**src/sv/mdt_pkg.sv**
```systemverilog
// Shared types and constants for the city-block distance transform.
package mdt_pkg;

  localparam int unsigned CFG_W     = 7;
  localparam int unsigned CFG_IDX_W = 2;
  localparam int unsigned DIST_W    = 8;

  localparam logic [DIST_W-1:0] FAR_DIST = 8'd255;

  localparam logic [CFG_IDX_W-1:0] REG_IMAGE_ROWS = 2'd0;
  localparam logic [CFG_IDX_W-1:0] REG_IMAGE_COLS = 2'd1;

  localparam logic MODE_LOAD  = 1'b0;
  localparam logic MODE_FETCH = 1'b1;

  typedef enum logic [1:0] {
    TOP_IDLE,
    TOP_FETCH,
    TOP_SWEEP
  } ctl_state_e;

  typedef enum logic [1:0] {
    SW_IDLE,
    SW_READ,
    SW_WRITE
  } sweep_state_e;

  typedef struct packed {
    logic busy;
    logic done;
  } sweep_status_t;

endpackage

```
**src/sv/mdt_sweep.sv**
```systemverilog
// Forward and backward raster sweep engine over the distance memory.
module mdt_sweep #(
  parameter int unsigned MAX_ROWS = 64,
  parameter int unsigned MAX_COLS = 64,
  localparam int unsigned DEPTH   = MAX_ROWS * MAX_COLS,
  localparam int unsigned ADDR_W  = (DEPTH > 1) ? $clog2(DEPTH) : 1,
  localparam int unsigned RDIM_W  = $clog2(MAX_ROWS + 1),
  localparam int unsigned CDIM_W  = $clog2(MAX_COLS + 1)
) (
  input  logic                       clk_i,
  input  logic                       rst_ni,
  input  logic                       start_i,
  input  logic [RDIM_W-1:0]          rows_i,
  input  logic [CDIM_W-1:0]          cols_i,
  output mdt_pkg::sweep_status_t     status_o,
  output logic [ADDR_W-1:0]          raddr_a_o,
  output logic [ADDR_W-1:0]          raddr_b_o,
  input  logic [mdt_pkg::DIST_W-1:0] rdata_a_i,
  input  logic [mdt_pkg::DIST_W-1:0] rdata_b_i,
  output logic                       we_o,
  output logic [ADDR_W-1:0]          waddr_o,
  output logic [mdt_pkg::DIST_W-1:0] wdata_o
);

  localparam int unsigned RIDX_W = (MAX_ROWS > 1) ? $clog2(MAX_ROWS) : 1;
  localparam int unsigned CIDX_W = (MAX_COLS > 1) ? $clog2(MAX_COLS) : 1;

  mdt_pkg::sweep_state_e state_q, state_d;
  logic                       bwd_q, bwd_d;
  logic [RIDX_W-1:0]          row_q, row_d;
  logic [CIDX_W-1:0]          col_q, col_d;
  logic [ADDR_W-1:0]          idx_q, idx_d;
  logic [mdt_pkg::DIST_W-1:0] prev_q, prev_d;

  logic                       row_last;
  logic                       col_last;
  logic                       nb_valid;
  logic                       side_valid;
  logic [RIDX_W-1:0]          row_max;
  logic [CIDX_W-1:0]          col_max;
  logic [mdt_pkg::DIST_W-1:0] nb_val;
  logic [mdt_pkg::DIST_W-1:0] side_val;
  logic [mdt_pkg::DIST_W-1:0] min_val;
  logic [mdt_pkg::DIST_W-1:0] cand;
  logic [mdt_pkg::DIST_W-1:0] new_val;
  logic                       finish;

  assign row_max    = RIDX_W'(rows_i - RDIM_W'(1));
  assign col_max    = CIDX_W'(cols_i - CDIM_W'(1));
  assign row_last   = (row_q == row_max);
  assign col_last   = (col_q == col_max);
  assign nb_valid   = bwd_q ? !row_last : (row_q != '0);
  assign side_valid = bwd_q ? !col_last : (col_q != '0);
  assign finish     = bwd_q && (row_q == '0) && (col_q == '0);

  assign raddr_a_o = idx_q;
  always_comb begin
    if (!nb_valid) begin
      raddr_b_o = idx_q;
    end else if (bwd_q) begin
      raddr_b_o = idx_q + ADDR_W'(cols_i);
    end else begin
      raddr_b_o = idx_q - ADDR_W'(cols_i);
    end
  end

  // saturating min-plus-one update
  always_comb begin
    nb_val   = nb_valid ? rdata_b_i : mdt_pkg::FAR_DIST;
    side_val = side_valid ? prev_q : mdt_pkg::FAR_DIST;
    min_val  = (nb_val < side_val) ? nb_val : side_val;
    cand     = (min_val == mdt_pkg::FAR_DIST) ? mdt_pkg::FAR_DIST
                                              : min_val + mdt_pkg::DIST_W'(1);
    if (rdata_a_i == '0) begin
      new_val = '0;
    end else if (bwd_q && (rdata_a_i < cand)) begin
      new_val = rdata_a_i;
    end else begin
      new_val = cand;
    end
  end

  always_comb begin
    state_d = state_q;
    unique case (state_q)
      mdt_pkg::SW_IDLE:  if (start_i) state_d = mdt_pkg::SW_READ;
      mdt_pkg::SW_READ:  state_d = mdt_pkg::SW_WRITE;
      mdt_pkg::SW_WRITE: state_d = finish ? mdt_pkg::SW_IDLE : mdt_pkg::SW_READ;
      default:           state_d = mdt_pkg::SW_IDLE;
    endcase
  end

  always_comb begin
    bwd_d         = bwd_q;
    row_d         = row_q;
    col_d         = col_q;
    idx_d         = idx_q;
    prev_d        = prev_q;
    we_o          = 1'b0;
    waddr_o       = idx_q;
    wdata_o       = new_val;
    status_o.busy = (state_q != mdt_pkg::SW_IDLE);
    status_o.done = 1'b0;
    unique case (state_q)
      mdt_pkg::SW_IDLE: begin
        if (start_i) begin
          bwd_d = 1'b0;
          row_d = '0;
          col_d = '0;
          idx_d = '0;
        end
      end
      mdt_pkg::SW_READ: begin
      end
      mdt_pkg::SW_WRITE: begin
        we_o   = 1'b1;
        prev_d = new_val;
        if (!bwd_q) begin
          if (col_last && row_last) begin
            bwd_d = 1'b1;
          end else if (col_last) begin
            col_d = '0;
            row_d = row_q + RIDX_W'(1);
            idx_d = idx_q + ADDR_W'(1);
          end else begin
            col_d = col_q + CIDX_W'(1);
            idx_d = idx_q + ADDR_W'(1);
          end
        end else if (finish) begin
          status_o.done = 1'b1;
        end else if (col_q == '0) begin
          col_d = col_max;
          row_d = row_q - RIDX_W'(1);
          idx_d = idx_q - ADDR_W'(1);
        end else begin
          col_d = col_q - CIDX_W'(1);
          idx_d = idx_q - ADDR_W'(1);
        end
      end
      default: begin
      end
    endcase
  end

  always_ff @(posedge clk_i or negedge rst_ni) begin
    if (!rst_ni) begin
      state_q <= mdt_pkg::SW_IDLE;
      bwd_q   <= 1'b0;
      row_q   <= '0;
      col_q   <= '0;
      idx_q   <= '0;
    end else begin
      state_q <= state_d;
      bwd_q   <= bwd_d;
      row_q   <= row_d;
      col_q   <= col_d;
      idx_q   <= idx_d;
    end
  end

  always_ff @(posedge clk_i) begin
    prev_q <= prev_d;
  end

endmodule

```
**config.mk**
```make
export PLATFORM = sky130hd
export DESIGN_NAME = mdt_sweep
export DESIGN_NICKNAME = d
export VERILOG_FILES = /design/src/sv/mdt_pkg.sv /design/src/sv/mdt_sweep.sv
export SDC_FILE = /design/constraint.sdc
export NUM_CORES = 1
export LEC_CHECK = 0
export BUFFER_PORTS_ARGS = -buffer_cell sky130_fd_sc_hd__buf_2
export CAP_MARGIN = 40
export CORE_AREA = 2 2 125 152
export CTS_BUF_LIST = sky130_fd_sc_hd__clkbuf_16
export CTS_CLUSTER_DIAMETER = 50
export DETAILED_ROUTE_END_ITERATION = 10
export DIE_AREA = 0 0 127 154
export GPL_ROUTABILITY_DRIVEN = 0
export PLACE_DENSITY = 0.5
export SLEW_MARGIN = 10
export SYNTH_ARGS = -nofsm -noshare
export SYNTH_HDL_FRONTEND = slang
export SYNTH_SLANG_ARGS = --single-unit
```
**constraint.sdc**
```tcl
create_clock -name clk_i -period 10.8 [get_ports clk_i]
set_input_delay 2.16 -clock clk_i [delete_from_list [all_inputs] [get_ports clk_i]]
set_output_delay 2.16 -clock clk_i [all_outputs]
set_load 0.01 [all_outputs]
```
# Word level (Yosys, flattened, before mapping)
# Cells that the tools add are included.
# totals
ff_bits	35
input_bits	33
# op_classes
addsub	11
n_lt_le_gt_ge	2
n_eq_ne	10
n_mux	39
n_reduce_logical	17
# op_table
op	count
$mux W12	6
$mux W6	11
$mux W8	6
$pmux W12 S2	1
$pmux W6 S2	2
$sub A6 B1 Y6 const B	4
$lt A8 B8 Y1	2
$add A12 B1 Y12 const B	1
$add A12 B7 Y12	1
$add A6 B1 Y6 const B	2
$eq A6 B6 Y1	2
$logic_not A6 Y1	2
$ne A3 B3 Y1 const B	4
$reduce_bool A6 Y1	2
$sub A12 B1 Y12 const B	1
$sub A12 B7 Y12	1
$mux W1	10
$add A8 B1 Y8 const B	1
$eq A8 B8 Y1 const B	1
$logic_not A8 Y1	1
$pmux W2 S3	1
$reduce_and A6 Y1	1
$logic_and A1 B1 Y1	4
$reduce_and A4 Y1	1
other kinds (9)	11

# Longest topological paths before layout
# logic_depth
depth_word	13
ltp_mapped	32
mapped_depth_nobuf	29

# Worst setup path after synthesis
# OpenSTA, ideal clock, no wires.
# synth_timing
path_type	input to output
start	input cols_i[3]
end	output wdata_o[0] (netlist name)
arrival_time_ps	7728
required_time_ps	8640
setup_slack_ps	912
stages	26
path_cell_list	buf_2 or4_4 o22ai_2 nor4b_4 a21o_1 clkbuf_1 nor2_1 ha_1 a211o_1 o221ai_1 nand2_1 o31a_1 buf_2 a21oi_1 ha_1 o21ai_0 mux2_2 o21a_1 a21o_1 ha_1 and4_1 nand3_1 o21a_1 or2_1 buf_2 o31ai_1
# synth_via
elab_chain_len	13
elab_cells_between_ends	14
# synth_lines
item	line	text
start: declaration	mdt_sweep.sv:14	input logic [CDIM_W-1:0] cols_i,
$sub A6 B1 Y6 *	mdt_sweep.sv:49	assign col_max = CIDX_W'(cols_i - CDIM_W'(1));
$eq A6 B6 Y1 *	mdt_sweep.sv:51	assign col_last = (col_q == col_max);
$logic_not A1 Y1 *	mdt_sweep.sv:53	assign side_valid = bwd_q ? !col_last : (col_q != '0);
$mux W1 *	mdt_sweep.sv:53	
$mux W8 *	mdt_sweep.sv:70	side_val = side_valid ? prev_q : mdt_pkg::FAR_DIST;
$lt A8 B8 Y1	mdt_sweep.sv:71	min_val = (nb_val < side_val) ? nb_val : side_val;
$mux W8 *	mdt_sweep.sv:71	
$add A8 B1 Y8 / $eq A8 B8 Y1 (equally long branches)	mdt_sweep.sv:73, mdt_sweep.sv:72	
$mux W8 *	mdt_sweep.sv:72	cand = (min_val == mdt_pkg::FAR_DIST) ? mdt_pkg::FAR_DIST
$lt A8 B8 Y1	mdt_sweep.sv:76	end else if (bwd_q && (rdata_a_i < cand)) begin
$logic_and A1 B1 Y1	mdt_sweep.sv:76	
$mux W8 *	mdt_sweep.sv:76	
$mux W8 *	mdt_sweep.sv:74	if (rdata_a_i == '0) begin
end: declaration	mdt_sweep.sv:22	output logic [mdt_pkg::DIST_W-1:0] wdata_o
# Every way passes the cells marked *; elsewhere a longest branch is shown, timed or not.

# Worst setup path after layout
# layout_timing
start	input cols_i[0]
end	output wdata_o[2] (netlist name)
# Same word-level chain as after synthesis.

==> out/summary.md <==
- crit path launch type: primary input
- Layout Nets: 708
- Core Footprint: 18000 sq um
- vias after detailed routing: 4242
- area of the mapped netlist: 4460 sq um
- count of hold-fix buffers inserted at cts: 0
- remaining global-route overflow: 0
- Port Buffer Count: 78
- Reg power frac: 17.1%
- count of TritonRoute iterations in the first routing pass: 4
- critical-path maximum fanout: 8
- total number of clock tree sinks: 35
- Routed WL: 12.6 mm
- Global Route Usage Sum: 12.8%
- standard cell with the maximum stage delay on the critical path: or4_4
- die height: 154 microns
- worst hold path type: reg2reg
- switching component of the power: 519 uW
- clk_lat worst skew: 0.28 ns
- main combinational cell family by area after synthesis: compound AO/OA/AOI/OAI gates
- clock network fraction of total power: 14.7%
- Final HPWL DP: 9.78 mm
- time the final worst path needs with I/O delays and setup: 10.36 ns
- Slew @ Worst Pin: 0.736 ns
- Die ar.: 19600 sq um
- number of top-level design ports: 80
- number of library cell types mapped by synthesis: 72
- critical path class: in2out
- Comb pwr share: 68.2%
- power density over the cells: 211 nW/um^2
- number of vias per cell: 4.98
- sum of negative setup slack: 0 ns
- post-synthesis adder-cell area fraction: 14.0%
- per-cell routed wire length: 14.8 microns
- library cell occupying the most area in the post-synthesis netlist: dfrtp_1
- portion of netlist area occupied by mux cells: 3.64%
- crit path setup slack, layout: 0.441 ns
- number of buffers created by CTS: 5
- Max Transition Viols Final: 0
- Worst path top cell family by delay: compound AO/OA/AOI/OAI gates
- count of flip-flops with a built-in enable after synthesis: 8
- count of buffering cells on the critical path with inverters included: 2
- setup slack of the most critical reg-to-reg path: 4.35 ns
- Clock Skews: 0.00427 ns
- count of final hold-check violations: 0
- total setup violations reported at the end of the flow: 0
- fraction of the mapped netlist area in compound gates: 25.2%
- post-route DRC violation count: 0
- number of levels in the clock H-tree: 2
- leakage power figure: 0.00244 uW
- RSZ-0062 raised after global routing: no
- row count: 54
- Int Pwr: 596 uW
- Seq/Total Area, Yosys: 20.5%
- portion of synthesized cell area occupied by the leading cell type: 15.1%
- ratio of final minimum period to clock period: 95.9%
- Avg Synthesized Cell Area: 7.96 sq um
- Slew headroom: 50.3%
- maximum buffer depth of the clock tree: 2
- ant diodes: 0
- number of antenna violations at the first check in global routing: 0
- most frequent cells in the layout: 78 x buf_2, 54 x nor2_1, 50 x nand2_1, 45 x ha_1, 39 x a21oi_1
- ranking of synthesized cells by area: dfrtp_1 15%, ha_1 13%, xnor2_1 6.3%
- Crit. End Element: primary output
- result of the run: completed
- flip-flop and latch count after synthesis: 35
- most used flip-flop cell after synthesis: dfrtp_1
- post-synthesis share of cell area spent on and, or, nand and nor gates: 20.3%
- area growth from synthesis to final layout: 18.5%
- Clock Root Buffer: clkbuf_16
- Worst IR Drop VDD: 0.0746 mV
- DRT iter0 DRCs: 276
- Post-Place Setup Slack: 0.240 ns
- synthesized net count: 642
- Most common cell on crit path: ha_1
- leading cell type in the layout, fill and taps excluded: buf_2
- Die Span X: 127 microns
- Yosys Warn Count: 0
- switching power as a share of total power: 46.5%
- async set or reset register ratio after synthesis: 77.1%
- post-detailed-route count of antenna-violating nets: 0
- starting density of the core: 24.8%
- number of global-route vias before repair: 4085
- clock-pin slew of the registers on the worst-case setup and hold paths: 0.06 ns
- xor/xnor cell area share of the yosys netlist: 9.53%
- fraction of final layout cells with drive strength greater than 1: 22.6%
- WP data required: 8.64 ns
- number of max-capacitance violations reported: 0
- highest achievable clock rate: 0.0965 GHz
- arrival time of data at the critical path endpoint: 8.20 ns
- pin count of the biggest net entering global routing: 40
- TritonCTS clock tree: done
- slowest stage delay, CP: 0.59 ns
- global-route wire length before repair: 20.6 mm
- Layout Utilization: 29.4%
- Gate Count Post-Synth: 561
## cells by family (layout without fill, tap and decap cells)
kind of cell             count (synthesis)  after routing
buffers and inverters                   66            133
multiplexers                            15             15
adder cells (fa/ha/maj)                 48             48
flip-flops                              35             35
AND/OR/NAND/NOR                        181            181
AO/OA/AOI/OAI                          169            169
XOR/XNOR                                47             47
## registers in the layout, summed over array words and instances (netlist names)
| name | flops |
|---|---|
| col_q | 6 |
| raddr_a_o | 12 |
| row_q | 6 |
| bwd_q | 1 |
| state_q | 2 |
| prev_q | 8 |
## synthesized netlist by cell type, types with 4 or more instances
| cell | count |
|---|---|
| a211oi_1 | 5 |
| a21o_1 | 11 |
| a21oi_1 | 39 |
| a31oi_1 | 7 |
| and2_1 | 4 |
| buf_2 | 4 |
| buf_4 | 12 |
| clkbuf_1 | 16 |
| dfrtp_1 | 27 |
| edfxtp_1 | 8 |
| ha_1 | 45 |
| inv_1 | 30 |
| mux2_2 | 6 |
| mux2i_1 | 8 |
| nand2_1 | 50 |
| nand3_1 | 14 |
| nor2_1 | 54 |
| nor2b_1 | 5 |
| nor3_1 | 16 |
| o211ai_1 | 4 |
| o21a_1 | 5 |
| o21ai_0 | 35 |
| o21ai_1 | 6 |
| o21bai_1 | 11 |
| o31ai_1 | 17 |
| or2_2 | 8 |
| xnor2_1 | 32 |
| xor2_1 | 14 |
## through the flow
step                      hold slack [ns]  cell area (sq um)  power [uW]  std cells
after floorplan                     0.435               4460         686        561
after global placement              0.489               5040         915        839
after detailed placement            0.487               5040         910        839
after CTS                           0.497               5200        1080        847
after global routing                0.528               5290        1220        852
final                               0.487               5290        1120        852
## routing by layer
layer  wire (microns)  share of wire, %  GRT usage [%]
met1             5650                45           16.2
met2             6490                52           23.6
met3              284               2.3           1.01
met4              167               1.3           3.04
met5                0                 0              0
## power groups by stage
stage	clock, uW	combinational, uW	sequential, uW
after global placement	0	723	192
after global routing	175	848	194
after detailed placement	0	718	192
after floorplan	0	498	188
final	164	761	190
after CTS	168	724	190
## final timing paths
| check | startpoint | depth (start not counted) | end |
|---|---|---|---|
| worst min register to register | state_q[0] | 1 | state_q[0] |
| min in group asynchronous | rst_ni | 1 | raddr_a_o[6] |
| worst max register to register | col_q[0] | 26 | prev_q[0] |
| worst min-delay path | state_q[0] | 1 | state_q[0] |
| max in group asynchronous | rst_ni | 1 | bwd_q |
| worst max-delay path | cols_i[0] | 26 | wdata_o[2] |
## worst reg2reg max path, stage by stage (launching register included)
cell and delay [ns]:
dfrtp_1 0.46, inv_1 0.09, ha_1 0.22, or4b_1 0.58, nor3_2 0.25, a21o_2 0.22, nor2_1 0.12, ha_1 0.32
a211o_1 0.30, o221ai_1 0.23, nand2_1 0.16, o31a_1 0.16, a21oi_1 0.17, ha_1 0.30, o21ai_0 0.12, mux2_2 0.32
o21a_1 0.18, a21o_1 0.19, ha_1 0.29, nor2b_1 0.13, o21ai_0 0.16, nand3b_1 0.15, a21oi_1 0.24, o211a_4 0.25
or2_1 0.31, o31ai_2 0.14, buf_4 0.16
## repair_timing
action	4_1_cts	5_1_grt
setup endpoints to repair	0	8
buffers inserted	0	5
resized for setup	0	9
## final cells by class
type	instances	area (sq um)
sequential	35	916
fill	1994	12700
clock inverter	3	43.8
clock buffer	5	125
tap	224	280
timing repair buffer	94	510
multi-input combinational	460	3300
inverter	31	116
Power figures use the tool's default switching activity.
